File: config.mk
export PLATFORM = sky130hd
export DESIGN_NAME = weighted_row_tile_rect_core
export DESIGN_NICKNAME = d
export VERILOG_FILES = /design/src/wrtr_pkg.sv /design/src/weighted_row_tile_rect_core.sv /design/src/wrtr_cfg.sv /design/src/wrtr_div.sv
export SDC_FILE = /design/constraint.sdc
export NUM_CORES = 1
export LEC_CHECK = 0
export BUFFER_PORTS_ARGS = -buffer_cell sky130_fd_sc_hd__buf_2
export CELL_PAD_IN_SITES_DETAIL_PLACEMENT = 1
export CELL_PAD_IN_SITES_GLOBAL_PLACEMENT = 2
export CORE_AREA = 2 2 198 200
export CTS_CLUSTER_DIAMETER = 50
export DETAILED_ROUTE_END_ITERATION = 8
export DIE_AREA = 0 0 200 202
export GPL_ROUTABILITY_DRIVEN = 0
export PLACE_DENSITY = 0.84
export SLEW_MARGIN = 20
export SYNTH_ARGS = -nofsm -noshare
export SYNTH_HDL_FRONTEND = slang
export SYNTH_SLANG_ARGS = --single-unit
File: constraint.sdc
create_clock -name clk -period 9 [get_ports clk]
set_clock_uncertainty 0.05 [all_clocks]
set_input_delay 1.8 -clock clk [delete_from_list [all_inputs] [get_ports clk]]
set_output_delay 1.8 -clock clk [all_outputs]
set_load 0.005 [all_outputs]
File: src/wrtr_pkg.sv
// Shared constants, types and helpers for the weighted row tile rectangle block.
// Used by wrtr_cfg, wrtr_div and weighted_row_tile_rect_core; depends on nothing.
package wrtr_pkg;

  localparam int MAX_ROWS = 6;
  localparam int NIB_W    = 4;
  localparam int PACK_W   = 24;
  localparam int COORD_W  = 12;
  localparam int CELL_W   = 7;
  localparam int ROW_W    = 3;
  localparam int WSUM_W   = 7;
  localparam int DVD_W    = 16;
  localparam int DCNT_W   = 3;
  localparam int REG_IDX_W = 2;

  localparam logic [PACK_W-1:0]  RST_CELL_COUNTS = PACK_W'(1);
  localparam logic [PACK_W-1:0]  RST_WEIGHTS     = PACK_W'(1);
  localparam logic [COORD_W-1:0] RST_WIDTH       = COORD_W'(320);
  localparam logic [COORD_W-1:0] RST_HEIGHT      = COORD_W'(240);

  typedef enum logic [REG_IDX_W-1:0] {
    REG_CELL_COUNTS = 2'd0,
    REG_WEIGHTS     = 2'd1,
    REG_WIDTH       = 2'd2,
    REG_HEIGHT      = 2'd3
  } reg_idx_t;

  // Row count and total weight of the current layout.
  typedef struct packed {
    logic [ROW_W-1:0]  nrows;
    logic [WSUM_W-1:0] wsum;
  } layout_sum_t;

  // Nibble of row r; rows beyond the supported count read as zero.
  function automatic logic [NIB_W-1:0] nibble(input logic [PACK_W-1:0] pk,
                                              input logic [ROW_W-1:0] r);
    logic [NIB_W-1:0] v;
    v = '0;
    for (int i = 0; i < MAX_ROWS; i++) begin
      if (r == ROW_W'(i)) begin
        v = pk[i*NIB_W +: NIB_W];
      end
    end
    return v;
  endfunction

endpackage

File: src/weighted_row_tile_rect_core.sv
// Top level: row walk sequencer, output register and the assertions.
// Depends on wrtr_pkg, wrtr_cfg and wrtr_div.
//
//   channel | signals                                        | direction
//   --------+------------------------------------------------+----------
//   in      | in_valid, in_stall, cell_index                 | into block
//   out     | out_valid, out_stall, rect_x/y/width/height,   | out of block
//           | found                                          |
//   config  | wr_en, wr_index, wr_data                       | into block
//
// Each row passed costs a walk step and a height division; the requested row adds
// height and width divisions, or only the width division on the last row, whose
// height needs no division. After the result the block returns to idle before it
// takes the next transaction. Reset is synchronous and restores the default
// one-cell layout. A new transaction is taken only when idle; a finished result
// waits in the output register meanwhile.
module weighted_row_tile_rect_core (
  input  logic                                clk,
  input  logic                                rst,
  input  logic                                in_valid,
  output logic                                in_stall,
  input  logic [wrtr_pkg::CELL_W-1:0]         cell_index,
  output logic                                out_valid,
  input  logic                                out_stall,
  output logic [wrtr_pkg::COORD_W-1:0]        rect_x,
  output logic [wrtr_pkg::COORD_W-1:0]        rect_y,
  output logic [wrtr_pkg::COORD_W-1:0]        rect_width,
  output logic [wrtr_pkg::COORD_W-1:0]        rect_height,
  output logic                                found,
  input  logic                                wr_en,
  input  logic [wrtr_pkg::REG_IDX_W-1:0]      wr_index,
  input  logic [wrtr_pkg::PACK_W-1:0]         wr_data
);

  localparam int CoordW = wrtr_pkg::COORD_W;
  localparam int CellW  = wrtr_pkg::CELL_W;
  localparam int RowW   = wrtr_pkg::ROW_W;
  localparam int NibW   = wrtr_pkg::NIB_W;
  localparam int DvdW   = wrtr_pkg::DVD_W;
  localparam int WsumW  = wrtr_pkg::WSUM_W;

  typedef enum logic [2:0] {
    ST_IDLE,
    ST_WALK,
    ST_HDIV,
    ST_WDIV,
    ST_FINISH
  } state_t;

  state_t                 state;
  logic [CellW-1:0]       query_idx;
  logic [RowW-1:0]        row;
  logic [CellW-1:0]       first;
  logic [CoordW-1:0]      top;
  logic [CoordW-1:0]      rh;
  logic [CoordW-1:0]      res_x, res_y, res_w, res_h;
  logic                   res_found;

  logic [wrtr_pkg::PACK_W-1:0] cell_counts, weights;
  logic [CoordW-1:0]           width_r, height_r;
  wrtr_pkg::layout_sum_t       sum;

  logic                   div_start, div_busy, div_done;
  logic [DvdW-1:0]        div_dividend, div_q;
  logic [WsumW-1:0]       div_divisor;

  logic [NibW-1:0]        cells, weight;
  logic [CellW:0]         span_end;
  logic                   hit, end_of_list, last_row;
  logic [DvdW-1:0]        height_prod, x_full;
  logic [NibW-1:0]        col;
  logic [CoordW-1:0]      cwid, x_pos;

  wrtr_cfg u_cfg (
    .clk         (clk),
    .rst         (rst),
    .wr_en       (wr_en),
    .wr_index    (wr_index),
    .wr_data     (wr_data),
    .cell_counts (cell_counts),
    .weights     (weights),
    .width_r     (width_r),
    .height_r    (height_r),
    .sum         (sum)
  );

  wrtr_div u_div (
    .clk      (clk),
    .rst      (rst),
    .start    (div_start),
    .dividend (div_dividend),
    .divisor  (div_divisor),
    .busy     (div_busy),
    .done     (div_done),
    .quotient (div_q)
  );

  assign in_stall = (state != ST_IDLE);

  always_comb begin
    cells       = wrtr_pkg::nibble(cell_counts, row);
    weight      = wrtr_pkg::nibble(weights, row);
    span_end    = {1'b0, first} + (CellW + 1)'(cells);
    hit         = ({1'b0, query_idx} < span_end);
    end_of_list = (row >= sum.nrows);
    last_row    = (row == sum.nrows - RowW'(1));
    height_prod = DvdW'(height_r) * DvdW'(weight);
    col         = NibW'(query_idx - first);
    cwid        = div_q[CoordW-1:0];
    x_full      = DvdW'(col) * DvdW'(cwid);
    x_pos       = x_full[CoordW-1:0];
  end

  // The divider serves row heights first, then the width of the cell's row.
  always_comb begin
    div_start    = 1'b0;
    div_dividend = DvdW'(width_r);
    div_divisor  = WsumW'(cells);
    if (state == ST_WALK && !end_of_list) begin
      if (!last_row) begin
        div_start    = 1'b1;
        div_dividend = height_prod;
        div_divisor  = sum.wsum;
      end else if (hit) begin
        div_start = 1'b1;
      end
    end else if (state == ST_HDIV && div_done && hit) begin
      div_start = 1'b1;
    end
  end

  always_ff @(posedge clk) begin
    if (rst) begin
      state     <= ST_IDLE;
      out_valid <= 1'b0;
    end else begin
      if (state == ST_FINISH && (!out_valid || !out_stall)) begin
        out_valid <= 1'b1;
      end else if (!out_stall) begin
        out_valid <= 1'b0;
      end
      unique case (state)
        ST_IDLE: begin
          if (in_valid) begin
            query_idx <= cell_index;
            row       <= '0;
            first     <= '0;
            top       <= '0;
            state     <= ST_WALK;
          end
        end
        ST_WALK: begin
          if (end_of_list) begin
            res_x     <= '0;
            res_y     <= '0;
            res_w     <= '0;
            res_h     <= '0;
            res_found <= 1'b0;
            state     <= ST_FINISH;
          end else if (last_row) begin
            // The last row takes whatever height is left.
            rh <= height_r - top;
            if (hit) begin
              state <= ST_WDIV;
            end else begin
              row <= row + RowW'(1);
            end
          end else begin
            state <= ST_HDIV;
          end
        end
        ST_HDIV: begin
          if (div_done) begin
            rh <= div_q[CoordW-1:0];
            if (hit) begin
              state <= ST_WDIV;
            end else begin
              top   <= top + div_q[CoordW-1:0];
              first <= span_end[CellW-1:0];
              row   <= row + RowW'(1);
              state <= ST_WALK;
            end
          end
        end
        ST_WDIV: begin
          if (div_done) begin
            res_x     <= x_pos;
            res_y     <= top;
            res_w     <= (col == cells - NibW'(1)) ? width_r - x_pos : cwid;
            res_h     <= rh;
            res_found <= 1'b1;
            state     <= ST_FINISH;
          end
        end
        ST_FINISH: begin
          if (!out_valid || !out_stall) begin
            rect_x      <= res_x;
            rect_y      <= res_y;
            rect_width  <= res_w;
            rect_height <= res_h;
            found       <= res_found;
            state       <= ST_IDLE;
          end
        end
        default: state <= ST_IDLE;
      endcase
    end
  end

  a_miss_zero: assert property (@(posedge clk) disable iff (rst)
    out_valid && !found |-> rect_x == '0 && rect_y == '0 &&
                            rect_width == '0 && rect_height == '0)
    else $error("missed cell reports a non-zero rectangle");

  a_accept_walks: assert property (@(posedge clk) disable iff (rst)
    in_valid && !in_stall |=> state == ST_WALK)
    else $error("accepted transaction did not start the row walk");

  a_fits_width: assert property (@(posedge clk) disable iff (rst)
    out_valid && found |->
      ({1'b0, rect_x} + {1'b0, rect_width}) == {1'b0, width_r} ||
      ({1'b0, rect_x} + {1'b0, rect_width}) <  {1'b0, width_r})
    else $error("cell extends past the screen width");

  a_div_idle: assert property (@(posedge clk) disable iff (rst)
    state == ST_IDLE || state == ST_FINISH |-> !div_busy)
    else $error("divider still busy outside a query");

endmodule

File: src/wrtr_cfg.sv
// Configuration registers and the derived layout summary (row count, weight sum).
// Depends on wrtr_pkg.
module wrtr_cfg (
  input  logic                                clk,
  input  logic                                rst,
  input  logic                                wr_en,
  input  logic [wrtr_pkg::REG_IDX_W-1:0]      wr_index,
  input  logic [wrtr_pkg::PACK_W-1:0]         wr_data,
  output logic [wrtr_pkg::PACK_W-1:0]         cell_counts,
  output logic [wrtr_pkg::PACK_W-1:0]         weights,
  output logic [wrtr_pkg::COORD_W-1:0]        width_r,
  output logic [wrtr_pkg::COORD_W-1:0]        height_r,
  output wrtr_pkg::layout_sum_t               sum
);

  localparam int WsumW = wrtr_pkg::WSUM_W;
  localparam int NibW  = wrtr_pkg::NIB_W;
  localparam int RowW  = wrtr_pkg::ROW_W;

  always_ff @(posedge clk) begin
    if (rst) begin
      cell_counts <= wrtr_pkg::RST_CELL_COUNTS;
      weights     <= wrtr_pkg::RST_WEIGHTS;
      width_r     <= wrtr_pkg::RST_WIDTH;
      height_r    <= wrtr_pkg::RST_HEIGHT;
    end else if (wr_en) begin
      unique case (wrtr_pkg::reg_idx_t'(wr_index))
        wrtr_pkg::REG_CELL_COUNTS: cell_counts <= wr_data;
        wrtr_pkg::REG_WEIGHTS:     weights     <= wr_data;
        wrtr_pkg::REG_WIDTH:       width_r     <= wr_data[wrtr_pkg::COORD_W-1:0];
        wrtr_pkg::REG_HEIGHT:      height_r    <= wr_data[wrtr_pkg::COORD_W-1:0];
      endcase
    end
  end

  // The row list stops at the first row without cells.
  always_comb begin
    logic open_list;
    logic [NibW-1:0] cnt;
    open_list = 1'b1;
    sum.nrows = '0;
    sum.wsum  = '0;
    for (int r = 0; r < wrtr_pkg::MAX_ROWS; r++) begin
      cnt = wrtr_pkg::nibble(cell_counts, RowW'(r));
      if (open_list && cnt != '0) begin
        sum.nrows = sum.nrows + RowW'(1);
        sum.wsum  = sum.wsum + WsumW'(wrtr_pkg::nibble(weights, RowW'(r)));
      end else begin
        open_list = 1'b0;
      end
    end
    if (sum.wsum == '0) begin
      sum.wsum = WsumW'(1);
    end
  end

endmodule

File: src/wrtr_div.sv
// Shared iterative restoring divider, two quotient bits per cycle.
// Depends on wrtr_pkg.
module wrtr_div (
  input  logic                          clk,
  input  logic                          rst,
  input  logic                          start,
  input  logic [wrtr_pkg::DVD_W-1:0]    dividend,
  input  logic [wrtr_pkg::WSUM_W-1:0]   divisor,
  output logic                          busy,
  output logic                          done,
  output logic [wrtr_pkg::DVD_W-1:0]    quotient
);

  localparam int DvdW = wrtr_pkg::DVD_W;
  localparam int RemW = wrtr_pkg::WSUM_W;

  logic [RemW-1:0]               rem;
  logic [RemW-1:0]               dvs;
  logic [RemW-1:0]               rem_mid, rem_next;
  logic [DvdW-1:0]               quo_mid, quo_next;
  logic [wrtr_pkg::DCNT_W-1:0]   cnt;

  // The divisor is captured at start, so the caller may change its inputs meanwhile.
  always_comb begin
    logic [RemW:0] t0, t1, dv;
    logic ge0, ge1;
    dv  = {1'b0, dvs};
    t0  = {rem, quotient[DvdW-1]};
    ge0 = (t0 >= dv);
    rem_mid = ge0 ? RemW'(t0 - dv) : t0[RemW-1:0];
    quo_mid = {quotient[DvdW-2:0], ge0};
    t1  = {rem_mid, quo_mid[DvdW-1]};
    ge1 = (t1 >= dv);
    rem_next = ge1 ? RemW'(t1 - dv) : t1[RemW-1:0];
    quo_next = {quo_mid[DvdW-2:0], ge1};
  end

  always_ff @(posedge clk) begin
    if (rst) begin
      busy <= 1'b0;
      done <= 1'b0;
      cnt  <= '0;
    end else begin
      done <= 1'b0;
      if (start) begin
        busy <= 1'b1;
        cnt  <= '0;
      end else if (busy) begin
        cnt <= cnt + 1'b1;
        if (cnt == '1) begin
          busy <= 1'b0;
          done <= 1'b1;
        end
      end
    end
  end

  always_ff @(posedge clk) begin
    if (start) begin
      quotient <= dividend;
      rem      <= '0;
      dvs      <= divisor;
    end else if (busy) begin
      quotient <= quo_next;
      rem      <= rem_next;
    end
  end

endmodule

Yosys cells after proc, flatten, opt, wreduce, memory -nomap -nowiden
Index checks and enable logic that the tools add are counted.
Widths: inputs -> output; s select.
{ "word_totals": {"ff_bits": 250, "in_bits": 38, "output_inout_bits": 51} }
{ "op_classes": {"add_sub_neg": 21, "n_mul": 2, "order_cmp": 4, "eq_ne": 25, "muxes": 87, "n_bitwise": 3, "reduce_logical": 43} }
{ "op_table": {"columns": ["op", "count"], "rows": [
  ["$mux 12", 12],
  ["$pmux 12 s2", 6],
  ["$mux 4", 20],
  ["$mux 16", 4],
  ["$mux 10", 5],
  ["$mux 3", 12],
  ["$add 7x4->7", 5],
  ["$mux 7", 5],
  ["$reduce_bool 4->1", 6],
  ["$sub 12x12->12", 2],
  ["$add 3x1->3 const B", 6],
  ["$mux 1", 17],
  ["$ge 8x7->1", 2],
  ["$mul 12x4->16", 1],
  ["$pmux 3 s5", 1],
  ["$reduce_and 5->1", 3],
  ["$pmux 7 s2", 1],
  ["$sub 7x7->7", 2],
  ["$add 12x12->12", 1],
  ["$eq 3x2->1 const B", 4],
  ["$eq 3x3->1 const B", 4],
  ["$mul 4x12->12", 1],
  ["$ne 2x2->1 const B", 5],
  ["$logic_and 1x1->1", 9],
  ["32 further kinds", 51]
]} }

Depth between registers and ports, before layout
{ "depth": {"ltp_word": 19, "ltp_mapped": 31, "ltp_nobuf": 31} }

Cells and area by module
Synthesis repeated with hierarchy kept, for this count alone.
{ "unflattened": {"hier_cells": 1762, "area_unflattened_um2": 16777.3} }
{ "modules_own_cells": {"columns": ["mod", "n_inst", "cells_each", "area_each_um2", "seq_area_each_um2"], "rows": [
  ["weighted_row_tile_rect_core", 1, 1015, 10319.9, 4254.1],
  ["wrtr_cfg", 1, 540, 4262.8, 1441.4],
  ["wrtr_div", 1, 207, 2194.6, 930.9]
]} }

Worst setup path after synthesis
OpenSTA, ideal clock, no wires.
{ "synth_path": {"kind": "input port to flip-flop", "startpoint": "input port rst", "endpoint": "register found, enable pin", "setup_time_ns": 0.526, "arrival_time_ns": 5.760, "setup_slack_ns": 2.663, "cell_stages": 3, "n_path_buf": 2, "path_cell_list": "clkbuf_1 clkbuf_1 nor3b_1"} }
{ "synth_between": {"elab_chain_cells": 2} }
{ "synth_lines": {"columns": ["element", "line", "rtl"], "rows": [
  ["start, declared", "weighted_row_tile_rect_core.sv:19", "input logic rst,"],
  ["$not 1->1 (no line)", null, null],
  ["$reduce_and 3->1 (no line)", null, null],
  ["end signal, assigned", "weighted_row_tile_rect_core.sv:201", "found <= res_found;"],
  ["end, declared", "weighted_row_tile_rect_core.sv:29", "output logic found,"]
]} }
No other way between the ends.
A chain may end at the register's enable or synchronous reset.

Worst setup path in the final report
{ "layout_path": {"startpoint": "register u_cfg.cell_counts[0] (netlist name)", "endpoint": "register u_div.dvs[0], data pin"} }
{ "layout_between": {"elab_chain_cells": 16, "elab_cells_between_ends": 42, "cone_classes": "add/sub (11); order compare (1); eq/ne (1); mux (20); reduce/logical (9)"} }
{ "layout_lines": {"columns": ["element", "line", "rtl"], "rows": [
  ["start, declared", "wrtr_cfg.sv:9", "output logic [wrtr_pkg::PACK_W-1:0] cell_counts,"],
  ["start signal, assigned", "wrtr_cfg.sv:22", "cell_counts <= wrtr_pkg::RST_CELL_COUNTS;"],
  ["start signal, assigned", "wrtr_cfg.sv:28", "wrtr_pkg::REG_CELL_COUNTS: cell_counts <= wr_data;"],
  ["$reduce_bool 4->1", "wrtr_cfg.sv:45", "if (open_list && cnt != '0) begin"],
  ["$mux 8 or $mux 1 (tied branches)", "wrtr_cfg.sv:45", null],
  ["$add 7x4->7 (tied with other cells)", "wrtr_cfg.sv:47", "sum.wsum = sum.wsum + WsumW'(wrtr_pkg::nibble(weights, RowW'(r)));"],
  ["$mux 10 or $mux 1 (tied branches)", "wrtr_cfg.sv:45", null],
  ["$add 7x4->7 (tied with other cells)", "wrtr_cfg.sv:47", null],
  ["$mux 10 or $mux 1 (tied branches)", "wrtr_cfg.sv:45", null],
  ["$add 7x4->7 (tied with other cells)", "wrtr_cfg.sv:47", null],
  ["$mux 10 or $mux 1 (tied branches)", "wrtr_cfg.sv:45", null],
  ["$add 7x4->7 (tied with other cells)", "wrtr_cfg.sv:47", null],
  ["$mux 10 or $mux 1 (tied branches)", "wrtr_cfg.sv:45", null],
  ["$add 7x4->7 (tied with other cells)", "wrtr_cfg.sv:47", null],
  ["$mux 10", "wrtr_cfg.sv:45", null],
  ["$logic_not 7->1 (tied with other cells)", "wrtr_cfg.sv:52", "if (sum.wsum == '0) begin"],
  ["$mux 4 (tied with other cells)", "wrtr_cfg.sv:52", null],
  ["$mux 4 or $logic_and 1x1->1 (tied branches)", "weighted_row_tile_rect_core.sv:120, weighted_row_tile_rect_core.sv:119", null],
  ["$mux 4 *", "weighted_row_tile_rect_core.sv:119", "if (state == ST_WALK && !end_of_list) begin"],
  ["named net div_divisor[0]", "weighted_row_tile_rect_core.sv:65", "logic [WsumW-1:0] div_divisor;"],
  ["end signal, assigned", "wrtr_div.sv:62", "dvs <= divisor;"],
  ["end, declared", "wrtr_div.sv:18", "logic [RemW-1:0] dvs;"]
]} }
The timed path passes the listed nets; every way through them passes the cells marked *.

==> results.json <==
{
  "setup-violations-final": 0,
  "wirelength_um": 44800,
  "yosysMostFrequentCell": "nand2_1",
  "syn_area_per_cell_um2": 9.51,
  "synthArstFlopShare_pct": 0,
  "period_minus_slack_ns": 7.00,
  "min_path_type": "register to register",
  "setup_slack_ns": 2.00,
  "placedCellCount": 2270,
  "core_um2": 38300,
  "p_total_uw": 7090,
  "synth_top_area_cell": "edfxtp_1",
  "slowest_stage": "or4_1",
  "vias": 12498,
  "syn_to_final_growth_pct": 13.7,
  "drc": 0,
  "worst_skew_pair.late_latency_ns": 0.55,
  "arrival_ns": 7.24,
  "cts_inserted_buffers": 35,
  "cts_tree": "built",
  "fin_cells": 2334,
  "dp_hpwl_um": 34800,
  "die-area_um2": 40400,
  "synth_top_area_share_pct": 30.0,
  "viasPerCell": 5.35,
  "grtUsageTotal_pct": 22.9,
  "fin_crit_sh_pct": 77.8,
  "die_w_um": 200,
  "vdd_drop_max_mv": 0.366,
  "setup_tns_ns": 0,
  "io_buffer_count": 88,
  "synth_area_leaders": "edfxtp_1 (30%), dfxtp_1 (11%), ha_1 (9.8%), nand2_1 (6.6%), fa_1 (6.0%)",
  "synth_seq_cells": 250,
  "final_layout_size_suffix_gt1_share_pct": 12.5,
  "hold_viol_final": 0,
  "rsz0062_at_grt": "false",
  "cts_setup_buffers": 0,
  "cts_hold_buffers": 0,
  "post_cts_resized": 0,
  "tightest_slew_ns": 0.989,
  "synth.cell_area_um2": 16200,
  "rows": 72,
  "required_ns": 9.24,
  "cts.path.max_buffers": 3,
  "diodes": 0,
  "maxSlewViolCount": 0,
  "fillers": 4374,
  "ys.flop_type": "edfxtp_1",
  "p_per_area_nw_per_um2": 384,
  "status": "finished clean",
  "critPathCaptureType": "register",
  "syn_inst": 1708,
  "synthTopCellsByCount": "nand2_1 (286), edfxtp_1 (162), nor2_1 (155)",
  "root_buffer": "clkbuf_16",
  "slowest_delay_ns": 0.63,
  "drtPass1Iterations": 5,
  "start_kind": "register",
  "criticalPathCategory": "register to register",
  "finalNetCount": 2004,
  "ys_types": 69,
  "io_pins": 89,
  "grt_pass1_vias": 13128,
  "p_leak_uw": 0.00785,
  "placed_area_um2": 17300,
  "drv_cap": 0,
  "drt_iter0_markers": 592,
  "pre_cts_ws_ns": 2.06,
  "gr-total-overflow": 0,
  "drt-wirelength-per-cell_um": 19.2,
  "start_util_pct": 42.4,
  "grt_pass1_wl_um": 72000,
  "grt_max_degree": 73,
  "critPathMaxFanout": 5,
  "clkSinkCount": 250,
  "antenna_found_initial": 0,
  "multi_input_area_um2": 8960,
  "max_slew_margin_pct": 33.8,
  "cts.clk_slew.worst_paths_ns": 0.06,
  "seqCellArea_um2": 6630,
  "synth_seq_area_share_pct": 40.8,
  "critPathMostFrequentCell": "ha_1",
  "design_area_um2": 18500,
  "max_freq_mhz": 143,
  "synth_edf_count": 162,
  "die_h_um": 202,
  "postRouteAntennaNets": 0,
  "synth_nets": 1922,
  "cts_htree_levels": 2,
  "synth_warnings": 0
}
## worst max-delay path, delay by kind of cell, from the launching register on
family / cells / cell delay [ns]
flops: 1 / 0.34
fa+ha+maj: 6 / 1.95
buf+inv: 1 / 0.07
simple gates: 7 / 1.78
mux: 1 / 0.17
xor+xnor: 2 / 0.23
compound gates: 12 / 2.14
## placed cells by master, fill, tap and decap left out, types with 5 or more instances in the layout
cell | synthesis | layout
nand2_1 | 286 | 285
edfxtp_1 | 162 | 162
nor2_1 | 155 | 154
a21oi_1 | 150 | 150
ha_1 | 127 | 127
inv_1 | 107 | 107
buf_2 | 10 | 88
dfxtp_1 | 88 | 88
o21ai_0 | 55 | 55
xnor2_1 | 54 | 54
fa_1 | 49 | 49
nor2b_1 | 39 | 39
xor2_1 | 38 | 38
clkbuf_16 | 0 | 37
mux2i_1 | 35 | 35
a21o_1 | 27 | 27
buf_4 | 0 | 23
and2_1 | 22 | 22
and3_1 | 22 | 22
nor3_1 | 20 | 20
mux2_2 | 20 | 20
nand3_1 | 19 | 19
nand2b_1 | 17 | 17
o21a_1 | 15 | 15
a211oi_1 | 13 | 13
a22o_1 | 9 | 9
nand3b_1 | 9 | 9
or2_2 | 8 | 8
o211ai_1 | 6 | 6
a22oi_1 | 6 | 6
or3_1 | 6 | 6
inv_6 | 0 | 6
a21boi_0 | 5 | 5
mux2_4 | 5 | 5
## layer usage
metal / up-vias / global-route usage (%) / share of wire (%)
met3: 75 / 3.29 / 2.8
met4: 0 / 6.08 / 2.3
li1: 6070 / - / -
met5: - / 0 / 0
met2: 188 / 41.0 / 50
met1: 6165 / 28.8 / 45
## registers in the layout (all words and copies together), names as in the netlist, 12 cells and up
| signal | flops |
|---|---|
| u_div.quotient | 16 |
| u_cfg.width_r | 12 |
| res_x | 12 |
| u_cfg.weights | 24 |
| rect_width | 12 |
| res_h | 12 |
| u_cfg.cell_counts | 24 |
| res_w | 12 |
| rect_x | 12 |
| rh | 12 |
| top | 12 |
| res_y | 12 |
| u_cfg.height_r | 12 |
| rect_height | 12 |
| rect_y | 12 |
## final timing paths
| kind | from | endpoint | slack (ns) | depth (start not counted) |
|---|---|---|---|---|
| hold reg to reg | res_w[10] | rect_width[10] | 0.37 | 0 |
| hold / removal | res_w[10] | rect_width[10] | 0.37 | 0 |
| setup reg to reg | u_cfg.cell_counts[0] | u_div.dvs[0] | 2.00 | 29 |
| setup / recovery | u_cfg.cell_counts[0] | u_div.dvs[0] | 2.00 | 29 |
## kinds of logic (layout without fill, tap and decap cells)
| family | after synthesis | after routing | synth area share [%] |
|---|---|---|---|
| simple gates | 630 | 630 | 17.8 |
| compound gates | 324 | 324 | 12.3 |
| flops | 250 | 250 | 40.8 |
| fa+ha+maj | 176 | 176 | 15.8 |
| buf+inv | 175 | 283 | 4.23 |
| xor+xnor | 93 | 93 | 5.10 |
| mux | 60 | 60 | 4.01 |
## per-stage QoR
step | hold slack (ns) | utilization, %
after floorplan | 0.350 | -
after global placement | 0.350 | 45.1
after detailed placement | 0.356 | 45.1
after CTS | 0.369 | 48.2
after global routing | 0.373 | 48.2
final | 0.367 | 48.2
## report_power, final
group / internal (uW) / switching [uW]
Combinational: 1730 / 2260
Sequential: 1470 / 208
Clock: 859 / 551
Total: 4060 / 3020
## cell type report
cell class | count | area share [%]
Clock inverter | 22 | 1.33
Sequential cell | 250 | 35.9
Timing Repair Buffer | 112 | 3.38
Clock buffer | 41 | 5.15
Inverter | 108 | 2.21
Tap cell | 518 | 3.51
Multi-Input combinational cell | 1283 | 48.5
No activity file was read; power rests on OpenSTA's default activity.
